$ cat src/rtl/vdm_pkg.sv
// ---------------------------------------------------------------------------
// vdm_pkg
// Types and constants shared by the vector distance metric core.
// ---------------------------------------------------------------------------
`default_nettype none

package vdm_pkg;

  localparam int COORD_W      = 16;
  localparam int SQ_W         = 2 * COORD_W;
  localparam int SUMSQ_W      = SQ_W + 2;
  localparam int SUMABS_W     = COORD_W + 2;
  localparam int TOT_W        = 39;
  localparam int DIST_W       = 22;
  localparam int ROOT_W       = (TOT_W + 1) / 2;
  localparam int COORD_MAX    = 65535;
  localparam int FIELD_LANES  = 4;
  localparam int LANE_CNT_W   = 3;
  localparam int LANES_LSB    = 2 * FIELD_LANES * COORD_W;
  localparam int IN_TDATA_W   = 136;
  localparam int OUT_TDATA_W  = 24;
  localparam int APB_ADDR_W   = 3;
  localparam int APB_DATA_W   = 32;
  localparam int MODE_W       = 2;

  // Register word index on the configuration port.
  localparam logic REG_METRIC_MODE = 1'b0;

  typedef enum logic [MODE_W-1:0] {
    MODE_EUCLIDEAN = 2'd0,
    MODE_MANHATTAN = 2'd1,
    MODE_CHEBYSHEV = 2'd2,
    MODE_NONE      = 2'd3
  } metric_mode_t;

  typedef enum logic [3:0] {
    S_RUN   = 4'b0001,
    S_CLAMP = 4'b0010,
    S_ROOT  = 4'b0100,
    S_SEND  = 4'b1000
  } state_t;

  typedef struct packed {
    logic [COORD_W-1:0] abs_diff;
    logic [SQ_W-1:0]    sq_diff;
  } lane_res_t;

  typedef struct packed {
    logic                valid;
    logic                last;
    logic [SUMSQ_W-1:0]  sum_sq;
    logic [SUMABS_W-1:0] sum_abs;
    logic [COORD_W-1:0]  max_abs;
  } merge_res_t;

  typedef struct packed {
    logic busy;
    logic done;
  } sqrt_stat_t;

endpackage

`default_nettype wire

$ cat src/rtl/vdm_lane.sv
// ---------------------------------------------------------------------------
// vdm_lane
// One coordinate lane: absolute difference and its square, registered.
// ---------------------------------------------------------------------------
`default_nettype none

module vdm_lane
  import vdm_pkg::*;
(
  input  logic               clk,
  input  logic               load,
  input  logic               en,
  input  logic [COORD_W-1:0] coord_a,
  input  logic [COORD_W-1:0] coord_b,
  output lane_res_t          res
);

  logic [COORD_W-1:0] diff;
  logic [SQ_W-1:0]    sq;

  always_comb begin
    diff = (coord_a >= coord_b) ? (coord_a - coord_b) : (coord_b - coord_a);
    sq   = SQ_W'(diff) * SQ_W'(diff);
  end

  // An unused lane contributes zero to every metric.
  always_ff @(posedge clk) begin
    if (load) begin
      res.abs_diff <= en ? diff : '0;
      res.sq_diff  <= en ? sq : '0;
    end
  end

endmodule

`default_nettype wire

$ cat src/rtl/vdm_merge.sv
// ---------------------------------------------------------------------------
// vdm_merge
// Combines the lane results of one beat into sum of squares, sum and maximum.
// ---------------------------------------------------------------------------
`default_nettype none

module vdm_merge
  import vdm_pkg::*;
#(
  parameter int LANES = 4
)
(
  input  logic       clk,
  input  logic       rst,
  input  logic       in_valid,
  input  logic       in_last,
  input  lane_res_t  lane_q [LANES],
  output merge_res_t res
);

  logic [SUMSQ_W-1:0]  sum_sq;
  logic [SUMABS_W-1:0] sum_abs;
  logic [COORD_W-1:0]  max_abs;

  always_comb begin
    sum_sq  = '0;
    sum_abs = '0;
    max_abs = '0;
    for (int i = 0; i < LANES; i++) begin
      sum_sq  = sum_sq + SUMSQ_W'(lane_q[i].sq_diff);
      sum_abs = sum_abs + SUMABS_W'(lane_q[i].abs_diff);
      if (lane_q[i].abs_diff > max_abs) begin
        max_abs = lane_q[i].abs_diff;
      end
    end
  end

  always_ff @(posedge clk) begin
    if (rst) begin
      res.valid <= 1'b0;
    end else begin
      res.valid <= in_valid;
    end
  end

  always_ff @(posedge clk) begin
    if (in_valid) begin
      res.last    <= in_last;
      res.sum_sq  <= sum_sq;
      res.sum_abs <= sum_abs;
      res.max_abs <= max_abs;
    end
  end

endmodule

`default_nettype wire

$ cat src/rtl/vdm_sqrt.sv
// ---------------------------------------------------------------------------
// vdm_sqrt
// Iterative floor square root, one result bit per cycle.
// ---------------------------------------------------------------------------
`default_nettype none

module vdm_sqrt
  import vdm_pkg::*;
(
  input  logic              clk,
  input  logic              rst,
  input  logic              start,
  input  logic [TOT_W-1:0]  radicand,
  output sqrt_stat_t        stat,
  output logic [ROOT_W-1:0] root
);

  localparam int CNT_W = $clog2(ROOT_W + 1);

  logic [2*ROOT_W-1:0] rad;
  logic [ROOT_W+1:0]   rem;
  logic [ROOT_W+1:0]   rem_sh;
  logic [ROOT_W+1:0]   trial;
  logic [CNT_W-1:0]    cnt;
  logic                fits;

  // The partial remainder stays below 2^ROOT_W before the final step,
  // so its two top bits can be dropped when shifting in the next pair.
  always_comb begin
    rem_sh = {rem[ROOT_W-1:0], rad[2*ROOT_W-1 -: 2]};
    trial  = {root, 2'b01};
    fits   = (rem_sh >= trial);
  end

  always_ff @(posedge clk) begin
    if (rst) begin
      stat.busy <= 1'b0;
      stat.done <= 1'b0;
      cnt       <= '0;
    end else begin
      stat.done <= 1'b0;
      if (start) begin
        stat.busy <= 1'b1;
        cnt       <= CNT_W'(ROOT_W);
      end else if (stat.busy) begin
        cnt <= cnt - 1'b1;
        if (cnt == CNT_W'(1)) begin
          stat.busy <= 1'b0;
          stat.done <= 1'b1;
        end
      end
    end
  end

  always_ff @(posedge clk) begin
    if (start) begin
      rad  <= (2*ROOT_W)'(radicand);
      rem  <= '0;
      root <= '0;
    end else if (stat.busy) begin
      rad <= {rad[2*ROOT_W-3:0], 2'b00};
      if (fits) begin
        rem  <= rem_sh - trial;
        root <= {root[ROOT_W-2:0], 1'b1};
      end else begin
        rem  <= rem_sh;
        root <= {root[ROOT_W-2:0], 1'b0};
      end
    end
  end

endmodule

`default_nettype wire

$ cat src/rtl/vector_distance_metric_core.sv
// ---------------------------------------------------------------------------
// vector_distance_metric_core
// Streaming L2 / L1 / L-infinity distance between two Q0.16 vectors.
// ---------------------------------------------------------------------------
// Each input beat carries up to four coordinate pairs; beats without tlast
// are taken one per cycle while the input is not stalled and are folded,
// through the lane and merge stages, into a saturating running total.
// After the beat with tlast the input stalls until the distance sits in
// the output register: the result passes the lane, merge, clamp and send
// steps, and for the Euclidean metric also the bit-serial square root
// unit, which produces one root bit per cycle. The next vector may start
// while the previous distance still waits on the output side. The metric
// is chosen by the metric_mode register at byte address 0. The user must
// write it only while the core is idle; the core does not enforce this.
// ---------------------------------------------------------------------------
`default_nettype none

module vector_distance_metric_core
  import vdm_pkg::*;
#(
  parameter int LANES   = 4,
  parameter int MAX_DIM = 64
)
(
  input  logic                   clk,
  input  logic                   rst,
  // tdata: coord_a0..coord_a3, coord_b0..coord_b3 (16 bits each),
  //        lanes_used (3 bits), zero fill
  input  logic                   s_tvalid,
  output logic                   s_tready,
  input  logic [IN_TDATA_W-1:0]  s_tdata,
  input  logic                   s_tlast,
  // tdata: distance (22 bits), zero fill
  output logic                   m_tvalid,
  input  logic                   m_tready,
  output logic [OUT_TDATA_W-1:0] m_tdata,
  input  logic                   psel,
  input  logic                   penable,
  input  logic                   pwrite,
  input  logic [APB_ADDR_W-1:0]  paddr,
  input  logic [APB_DATA_W-1:0]  pwdata,
  output logic [APB_DATA_W-1:0]  prdata,
  output logic                   pready
);

  localparam logic [TOT_W-1:0] LIM_EUCLIDEAN =
    TOT_W'(MAX_DIM) * TOT_W'(COORD_MAX) * TOT_W'(COORD_MAX);
  localparam logic [TOT_W-1:0] LIM_MANHATTAN = TOT_W'(MAX_DIM) * TOT_W'(COORD_MAX);
  localparam logic [TOT_W-1:0] LIM_CHEBYSHEV = TOT_W'(COORD_MAX);

  metric_mode_t        metric_mode;
  state_t              state;
  logic                closing;
  logic                accept;
  logic                s1_valid;
  logic                s1_last;
  logic                s1_any;
  logic                mrg_any;
  lane_res_t           lane_q [LANES];
  merge_res_t          mrg;
  logic [TOT_W-1:0]    total;
  logic [TOT_W-1:0]    total_next;
  logic [TOT_W:0]      add_sq;
  logic [TOT_W:0]      add_abs;
  logic [TOT_W-1:0]    limit;
  logic [TOT_W-1:0]    fin;
  logic [DIST_W-1:0]   dist_clamp;
  logic [DIST_W-1:0]   dist_out;
  logic                sqrt_start;
  sqrt_stat_t          sqrt_stat;
  logic [ROOT_W-1:0]   root;
  logic [LANE_CNT_W-1:0] lanes_used;

  // Configuration port
  assign pready = 1'b1;

  always_ff @(posedge clk) begin
    if (rst) begin
      metric_mode <= MODE_EUCLIDEAN;
    end else if (psel && penable && pwrite && (paddr[2] == REG_METRIC_MODE)) begin
      metric_mode <= metric_mode_t'(pwdata[MODE_W-1:0]);
    end
  end

  always_comb begin
    prdata = '0;
    if (paddr[2] == REG_METRIC_MODE) begin
      prdata = APB_DATA_W'(metric_mode);
    end
  end

  // Input side: blocked from the closing beat until its result is loaded.
  assign s_tready   = !closing;
  assign accept     = s_tvalid && s_tready;
  assign lanes_used = s_tdata[LANES_LSB +: LANE_CNT_W];

  for (genvar i = 0; i < LANES; i++) begin : g_lane
    vdm_lane u_lane (
      .clk     (clk),
      .load    (accept),
      .en      (LANE_CNT_W'(i) < lanes_used),
      .coord_a (s_tdata[COORD_W*i +: COORD_W]),
      .coord_b (s_tdata[COORD_W*(FIELD_LANES+i) +: COORD_W]),
      .res     (lane_q[i])
    );
  end

  always_ff @(posedge clk) begin
    if (rst) begin
      s1_valid <= 1'b0;
    end else begin
      s1_valid <= accept;
    end
  end

  always_ff @(posedge clk) begin
    if (accept) begin
      s1_last <= s_tlast;
      s1_any  <= (lanes_used != '0);
    end
  end

  always_ff @(posedge clk) begin
    if (s1_valid) begin
      mrg_any <= s1_any;
    end
  end

  vdm_merge #(
    .LANES (LANES)
  ) u_merge (
    .clk      (clk),
    .rst      (rst),
    .in_valid (s1_valid),
    .in_last  (s1_last),
    .lane_q   (lane_q),
    .res      (mrg)
  );

  // Saturating accumulation under the current metric. A beat with no lanes
  // leaves the total exactly as it is.
  always_comb begin
    add_sq  = {1'b0, total} + (TOT_W+1)'(mrg.sum_sq);
    add_abs = {1'b0, total} + (TOT_W+1)'(mrg.sum_abs);
    case (metric_mode)
      MODE_EUCLIDEAN: begin
        limit      = LIM_EUCLIDEAN;
        total_next = (add_sq > {1'b0, LIM_EUCLIDEAN}) ? LIM_EUCLIDEAN
                                                      : add_sq[TOT_W-1:0];
      end
      MODE_MANHATTAN: begin
        limit      = LIM_MANHATTAN;
        total_next = (mrg_any && (add_abs > {1'b0, LIM_MANHATTAN})) ? LIM_MANHATTAN
                                                                    : add_abs[TOT_W-1:0];
      end
      MODE_CHEBYSHEV: begin
        limit      = LIM_CHEBYSHEV;
        total_next = (TOT_W'(mrg.max_abs) > total) ? TOT_W'(mrg.max_abs) : total;
      end
      default: begin
        limit      = '0;
        total_next = total;
      end
    endcase
  end

  assign sqrt_start = (state == S_CLAMP) && (metric_mode == MODE_EUCLIDEAN);
  assign dist_out   = (metric_mode == MODE_EUCLIDEAN) ? DIST_W'(root) : dist_clamp;

  vdm_sqrt u_sqrt (
    .clk      (clk),
    .rst      (rst),
    .start    (sqrt_start),
    .radicand (fin),
    .stat     (sqrt_stat),
    .root     (root)
  );

  always_ff @(posedge clk) begin
    if (rst) begin
      state    <= S_RUN;
      closing  <= 1'b0;
      total    <= '0;
      m_tvalid <= 1'b0;
    end else begin
      if (m_tvalid && m_tready && (state != S_SEND)) begin
        m_tvalid <= 1'b0;
      end
      if (accept && s_tlast) begin
        closing <= 1'b1;
      end
      case (state)
        S_RUN: begin
          if (mrg.valid) begin
            total <= mrg.last ? '0 : total_next;
            if (mrg.last) begin
              state <= S_CLAMP;
            end
          end
        end
        S_CLAMP: begin
          state <= (metric_mode == MODE_EUCLIDEAN) ? S_ROOT : S_SEND;
        end
        S_ROOT: begin
          if (sqrt_stat.done) begin
            state <= S_SEND;
          end
        end
        S_SEND: begin
          if (!m_tvalid || m_tready) begin
            m_tvalid <= 1'b1;
            closing  <= 1'b0;
            state    <= S_RUN;
          end
        end
        default: begin
          state <= S_RUN;
        end
      endcase
    end
  end

  // Final total is clamped to the limit of the metric in force at the end.
  always_ff @(posedge clk) begin
    if ((state == S_RUN) && mrg.valid && mrg.last) begin
      fin <= total_next;
    end else if (state == S_CLAMP) begin
      if (fin > limit) begin
        fin <= limit;
      end
      dist_clamp <= (fin > limit) ? limit[DIST_W-1:0] : fin[DIST_W-1:0];
    end
  end

  always_ff @(posedge clk) begin
    if ((state == S_SEND) && (!m_tvalid || m_tready)) begin
      m_tdata <= OUT_TDATA_W'(dist_out);
    end
  end

endmodule

`default_nettype wire

$ cat config.mk
export PLATFORM = sky130hd
export DESIGN_NAME = vector_distance_metric_core
export DESIGN_NICKNAME = d
export VERILOG_FILES = /design/src/rtl/vdm_pkg.sv /design/src/rtl/vdm_lane.sv /design/src/rtl/vdm_merge.sv /design/src/rtl/vdm_sqrt.sv /design/src/rtl/vector_distance_metric_core.sv
export SDC_FILE = /design/constraint.sdc
export NUM_CORES = 2
export LEC_CHECK = 0
export BUFFER_PORTS_ARGS = -buffer_cell sky130_fd_sc_hd__buf_2
export CAP_MARGIN = 25
export CORE_UTILIZATION = 23
export CTS_CLUSTER_SIZE = 24
export DETAILED_ROUTE_END_ITERATION = 10
export HOLD_SLACK_MARGIN = 0.15
export PLACE_DENSITY = 0.42
export SLEW_MARGIN = 10
export SYNTH_ARGS = -nofsm -noshare
export SYNTH_HDL_FRONTEND = slang
export SYNTH_SLANG_ARGS = --single-unit
export TNS_END_PERCENT = 100
$ cat constraint.sdc
create_clock -name clk -period 10.49 [get_ports clk]
set_input_delay 0.5245 -clock clk [delete_from_list [all_inputs] [get_ports clk]]
set_output_delay 0.5245 -clock clk [all_outputs]
set_load 0.01 [all_outputs]
Word level (Yosys, flattened, before mapping)
Cells that the tools add are included.
- bits of input ports: 179
- logic and storage cells: 155
- flip-flop bits (word level): 483
- output and inout port bits: 59
- add/subtract/negate cells: 18
- mux-type cells: 41
- $mul: 4
- equal/unequal tests: 12
- order comparisons: 17
- bitwise logic cells: 3
- reduce and logical (&&, ||, !) cells: 26
- operators by type and width (cell ; count):
    39-bit 2-to-1 mux ; 9
    16-bit by 16-bit multiplier with 32-bit output ; 4
    16-bit 2-to-1 mux ; 8
    16-bit subtractor ; 8
    39-bit case mux with 3 select lines ; 1
    38-bit case mux with 3 select lines ; 1
    34-bit by 32-bit adder with 34-bit output ; 2
    16-bit greater-or-equal comparator ; 4
    16-bit > comparator ; 3
    39-bit by 18-bit adder with 40-bit output ; 1
    39-bit by 34-bit adder with 40-bit output ; 1
    40-bit by 22-bit > comparator with 1-bit output (second input constant) ; 1
    40-bit by 38-bit > comparator with 1-bit output (second input constant) ; 1
    20-bit 2-to-1 mux ; 2
    16-bit by 39-bit > comparator with 1-bit output ; 1
    39-bit > comparator ; 1
    18-bit by 16-bit adder with 18-bit output ; 2
    32-bit by 32-bit adder with 33-bit output ; 1
    22-bit greater-or-equal comparator ; 1
    22-bit 2-to-1 mux ; 1
    4-bit 2-to-1 mux ; 5
    20-bit subtractor ; 1
    16-bit by 16-bit adder with 17-bit output ; 1
    16-bit by 1-bit > comparator with 1-bit output (second input constant) ; 1
    other kinds (28) ; 60

Logic depth before layout (Yosys ltp)
- word-level depth: 8
- gate-level depth with buffers: 45
- gate-level depth less buffers: 43

Modules after synthesis
From an unflattened synthesis, not the netlist that was laid out.
- cells, all modules: 7465
- area, all modules: 67960.2 sq um
- by module, submodules not included (module ; area an instance (sq um) ; times used ; cells each):
    vector_distance_metric_core ; 12393.1 ; 1 ; 1479
    vdm_lane at g_lane[2].u_lane ; 10622.7 ; 1 ; 1187
    vdm_lane at g_lane[1].u_lane ; 10576.4 ; 1 ; 1160
    vdm_lane at g_lane[3].u_lane ; 10490.1 ; 1 ; 1138
    vdm_lane at g_lane[0].u_lane ; 10440.0 ; 1 ; 1181
    vdm_merge ; 8790.9 ; 1 ; 869
    vdm_sqrt ; 4647.0 ; 1 ; 451

Least setup slack after synthesis
No wires, ideal clock.
- path type: in2reg
- start point: in s_tdata[7]
- end point: reg g_lane[0].u_lane.res[31] (netlist name), data pin
- stages on the path: 36
- arrival: 9.902 ns
- path slack: 0.334 ns
- setup time: 0.255 ns
- cell sequence: inv_1 ha_1 clkbuf_1 a21o_1 or3_1 o21ai_1 nand3_1 a221oi_1 buf_2 mux2i_1 o21ai_0 a211oi_1 o221ai_1 xnor2_1 inv_1 clkbuf_1 nand2_1 inv_1 fa_1 fa_1 fa_1 fa_1 fa_1 fa_1 ha_1 and3_1 a22o_1 nor3_1 o21ai_0 a41oi_1 o211ai_1 a2111o_1 a31o_2 a21oi_1 xor3_1 and2_1
- cells in the longest elaborated chain, start to end: 3
- elaborated cells between the ends (all ways): 5
- RTL lines (item ; RTL line ; text):
    from (decl) ; vector_distance_metric_core.sv:31 ; input logic [IN_TDATA_W-1:0] s_tdata,
    16-bit subtractor / 16-bit greater-or-equal comparator (equally long branches) ; vdm_lane.sv:22 ; diff = (coord_a >= coord_b) ? (coord_a - coord_b) : (coord_b - coord_a);
    16-bit 2-to-1 mux * ; vdm_lane.sv:22 ;
    net g_lane[0].u_lane.diff[13] ; vdm_lane.sv:18 ; logic [COORD_W-1:0] diff;
    16-bit by 16-bit multiplier with 32-bit output * ; vdm_lane.sv:23 ; sq = SQ_W'(diff) * SQ_W'(diff);
    to (decl) ; vdm_lane.sv:15 ; output lane_res_t res
Mark *: on every way through the listed nets, which the timed path passes. The rest lies on a longest branch.
A chain may end at the register's enable or synchronous reset.

Worst setup path after layout
- start point: in s_tdata[41]
- end point: reg g_lane[2].u_lane.res[31] (netlist name), data pin
- cells in the longest elaborated chain, start to end: 3
- elaborated cells between the ends (all ways): 5
- RTL lines (item ; RTL line):
    16-bit subtractor / 16-bit greater-or-equal comparator (equally long branches) ; vdm_lane.sv:22
    16-bit 2-to-1 mux * ; vdm_lane.sv:22
    net g_lane[2].u_lane.diff[12] ; vdm_lane.sv:18
    16-bit by 16-bit multiplier with 32-bit output * ; vdm_lane.sv:23
    to (decl) ; vdm_lane.sv:15
Marked as above.

==> results.py <==
metrics = {
    "setup_path": {
        "critical_path_arrival_ns": 10.20,
        "crit-reg2reg-capture": "u_merge.res[0]",
        "endpoint_kind": "flip-flop",
        "rr_worst_depth": 34,
        "critical-path-top-cell-by-count": "sky130_fd_sc_hd__a21o_1",
        "slowest_stage": "sky130_fd_sc_hd__a2111oi_0",
        "cp-start-kind": "input port",
        "critPathMaxFanout": 7,
        "maximum_cell_stage_delay_along_the_critical_path_ns": 0.68,
        "r2r_slack_ns": 2.93,
        "r2r-start": "g_lane[0].u_lane.res[33]",
        "criticalPathCategory": "input port to flip-flop",
        "critical_path_required_ns": 10.84,
    },
    "drt": {
        "detailed_router_s_first_iteration_violation_count": 2474,
        "drt_wl_total_um": 194000,
        "drt_first_pass_iters": 6,
        "detailroute.via_count": 50700,
        "detail-route-antenna-nets": 0,
        "routed_via_density": 4.42,
        "drc": 0,
        "detail_route.wl_per_cell_um": 17.0,
    },
    "clock_network": {
        "cts.clk_slew.worst_paths_ns": 0.06,
        "cts_buffers": 55,
        "clock_path_buffers": 3,
        "buffer_cell_driving_the_clock_tree_root": "sky130_fd_sc_hd__clkbuf_16",
        "cts_htree_levels": 2,
        "worst_skew_pair.late_latency_ns": 0.63,
        "clock_net_sink_count": 474,
        "cts_tree": "yes",
    },
    "timing": {
        "final.period_utilization_pct": 93.9,
        "final-max-slew-violation-count": 0,
        "timing.final.setup_violations": 0,
        "hold_viol_final": 0,
        "relSlewSlack_pct": 29.1,
        "max_clock_freq_mhz": 102,
        "fin_skew_ns": 0.0315,
        "min_period_ns": 9.85,
        "layout_setup_ws_ns": 0.645,
        "tightest_slew_ns": 1.06,
        "tns_ns": 0,
        "rsz0062_at_grt": "false",
    },
    "layout": {
        "filler_cell_count": 30900,
        "fraction_of_final_layout_cells_sized_beyond_drive_strength_1_pct": 8.65,
        "flow.area_growth_from_synthesis_pct": 12.5,
        "final_net_count": 9320,
        "final_util_pct": 26.1,
    },
    "job": {
        "maxCapViolCount": 0,
    },
    "global_routing": {
        "gr-max-usage-layer": "met2",
        "grtUsageMet1_pct": 19.0,
        "number_of_global_route_vias_before_repair": 52600,
        "largest_net_degree_at_the_start_of_global_routing": 131,
        "grt_first_pass_wirelength_um": 307000,
        "grt_use_met2_pct": 22.2,
        "grt-ovfl-total": 0,
        "grt_util_all_layers_pct": 13.3,
        "antenna_found_initial": 3,
        "met3_usage_in_global_routing_pct": 0.910,
    },
    "worst_hold_path": {
        "worst_hold_startpoint": "s_tvalid",
        "hold_depth": 3,
        "hold_path_class": "input port to flip-flop",
        "holdPathEnd": "closing",
    },
    "floorplanning": {
        "die_area_mm2": 0.290,
        "fp.dieW_um": 539,
        "fp-row-count": 196,
        "starting_utilization_of_the_core_area_pct": 23.2,
        "core_region_area_mm2": 0.286,
        "chipHeight_um": 539,
        "ios": 238,
    },
    "synth": {
        "synth.cell_area_mm2": 0.0663,
        "asyncSetResetFlopFracSynth_pct": 0,
        "synth.avg_cell_area_um2": 8.93,
        "yosys_warnings": 0,
        "synth_edf_count": 377,
        "synth.ff_latch_count": 474,
        "syn_inst": 7419,
        "library_cells_used_by_synthesis": 118,
        "synth-main-ff-cell": "sky130_fd_sc_hd__edfxtp_1",
        "synth_sequential_area_ratio_pct": 20.0,
    },
    "run_status": {
        "status": "complete, no violations",
    },
    "placed_design": {
        "gp_congestion": 0.890,
        "dp.final_hpwl_um": 163000,
        "buffers_on_ports": 167,
        "pre_cts_slack_ns": -0.0684,
    },
}
worst max-delay path, delay by kind of cell:
kind / cells / cell delay [ns]
fa+ha+maj: 8 / 3.56
mux: 1 / 0.23
buf+inv: 8 / 0.81
xor+xnor: 2 / 0.31
simple gates: 2 / 0.12
compound gates: 19 / 4.59
per-layer routing:
metal  share of wire [%]  vias to the layer above  wire length, um
met3                 2.8                      135             5440
li1                    -                    24900                -
met1                  50                    24900            96300
met2                  46                      786            90000
met4                 1.4                        2             2780
met5              0.0051                        -               10
area by class of cell:
| cell class | instances | area, um^2 | area share, % |
|---|---|---|---|
| flip-flops and latches | 474 | 13300 | 17.8 |
| diodes | 2 | 5.00 | 0.00672 |
| clock buffers | 70 | 1480 | 1.99 |
| inverters | 1448 | 5440 | 7.29 |
| well taps | 3762 | 4710 | 6.32 |
| multi-input cells | 5273 | 46700 | 62.7 |
| repair buffers | 390 | 2580 | 3.46 |
| clock inverters | 32 | 339 | 0.455 |
registers in the layout, summed over array words and instances, names as in the netlist:
name and cells:
closing 1, dist_clamp 22, fin 39, g_lane.u_lane.res 184
m_tdata 22, m_tvalid 1, metric_mode 2, mrg_any 1
s1_any 1, s1_last 1, s1_valid 1, state 4
total 39, u_merge.res 69, u_sqrt.cnt 5, u_sqrt.rad 40
u_sqrt.rem 20, u_sqrt.root 20, u_sqrt.stat 2
metrics by stage:
step | hold WS [ns] | area [um^2] | std cells
5_1_grt | 0.199 | 74500 | 11500
6_report | 0.206 | 74500 | 11500
2_1_floorplan | 0.400 | 66400 | 7452
3_5_place_dp | 0.442 | 72600 | 11300
4_1_cts | 0.175 | 74500 | 11400
3_3_place_gp | 0.420 | 72600 | 11300
repair_timing:
item,4_1_cts,5_1_grt
hold buffers,3,0
setup endpoints to repair,0,4
endpoints found under the hold margin,3,0
gates resized for setup,0,4
buffers inserted,0,0
cell usage in the layout (no fill, tap or decap), types with 95 or more instances in the layout:
master | synthesis | final
sky130_fd_sc_hd__a21o_1 | 192 | 192
sky130_fd_sc_hd__mux2i_1 | 103 | 103
sky130_fd_sc_hd__xnor2_1 | 195 | 189
sky130_fd_sc_hd__fa_1 | 713 | 713
sky130_fd_sc_hd__buf_2 | 22 | 168
sky130_fd_sc_hd__nor2_1 | 667 | 665
sky130_fd_sc_hd__inv_1 | 1425 | 1425
sky130_fd_sc_hd__edfxtp_1 | 377 | 377
sky130_fd_sc_hd__a21oi_1 | 399 | 396
sky130_fd_sc_hd__buf_4 | 36 | 213
sky130_fd_sc_hd__xor2_1 | 130 | 130
sky130_fd_sc_hd__nand2_1 | 609 | 609
sky130_fd_sc_hd__o21ai_0 | 242 | 240
sky130_fd_sc_hd__ha_1 | 786 | 785
sky130_fd_sc_hd__dfxtp_1 | 97 | 95
worst max path at each step:
stage                      from                        to  depth (start not counted)
floorplan            s_tdata[7]  g_lane[0].u_lane.res[31]                         36
global placement    s_tdata[41]  g_lane[2].u_lane.res[31]                         39
detailed placement   s_tdata[0]  g_lane[0].u_lane.res[31]                         36
CTS                  s_tdata[0]  g_lane[0].u_lane.res[31]                         36
global route        s_tdata[56]  g_lane[3].u_lane.res[30]                         38
finish              s_tdata[41]  g_lane[2].u_lane.res[31]                         40
cells by family after synthesis:
logic type | count (synthesis) | synth area share, %
simple gates | 1882 | 12.9
fa+ha+maj | 1499 | 36.4
xor+xnor | 329 | 4.42
flops | 474 | 20.0
mux | 186 | 2.97
buf+inv | 1705 | 9.93
compound gates | 1342 | 13.4
other cells | 2 | 0.0113
Yosys cell counts, types with 22 or more instances:
| master | n | area share (%) |
|---|---|---|
| sky130_fd_sc_hd__and2_1 | 45 | 0.42 |
| sky130_fd_sc_hd__nand3_1 | 83 | 0.63 |
| sky130_fd_sc_hd__mux2_2 | 82 | 1.4 |
| sky130_fd_sc_hd__o21a_1 | 52 | 0.59 |
| sky130_fd_sc_hd__xor2_1 | 130 | 1.7 |
| sky130_fd_sc_hd__a31oi_1 | 42 | 0.40 |
| sky130_fd_sc_hd__a21o_1 | 192 | 2.2 |
| sky130_fd_sc_hd__nor2_1 | 667 | 3.8 |
| sky130_fd_sc_hd__inv_1 | 1425 | 8.1 |
| sky130_fd_sc_hd__clkbuf_1 | 186 | 1.1 |
| sky130_fd_sc_hd__or2_2 | 27 | 0.25 |
| sky130_fd_sc_hd__xnor2_1 | 195 | 2.6 |
| sky130_fd_sc_hd__fa_1 | 713 | 22 |
| sky130_fd_sc_hd__nand4_1 | 58 | 0.55 |
| sky130_fd_sc_hd__and3_1 | 31 | 0.29 |
| sky130_fd_sc_hd__buf_4 | 36 | 0.41 |
| sky130_fd_sc_hd__o21ai_0 | 242 | 1.8 |
| sky130_fd_sc_hd__o21bai_1 | 54 | 0.61 |
| sky130_fd_sc_hd__nor3_1 | 90 | 0.68 |
| sky130_fd_sc_hd__buf_2 | 22 | 0.17 |
| sky130_fd_sc_hd__nand2_1 | 609 | 3.4 |
| sky130_fd_sc_hd__dfxtp_1 | 97 | 2.9 |
| sky130_fd_sc_hd__a21oi_1 | 399 | 3.0 |
| sky130_fd_sc_hd__a211oi_1 | 51 | 0.58 |
| sky130_fd_sc_hd__ha_1 | 786 | 15 |
| sky130_fd_sc_hd__nor2b_1 | 68 | 0.64 |
| sky130_fd_sc_hd__edfxtp_1 | 377 | 17 |
| sky130_fd_sc_hd__nand2b_1 | 91 | 0.86 |
| sky130_fd_sc_hd__mux2i_1 | 103 | 1.6 |
Power is left out: the tool's default activity adds up to more than one toggle a clock period on the data nets, which glitch-free logic cannot reach.
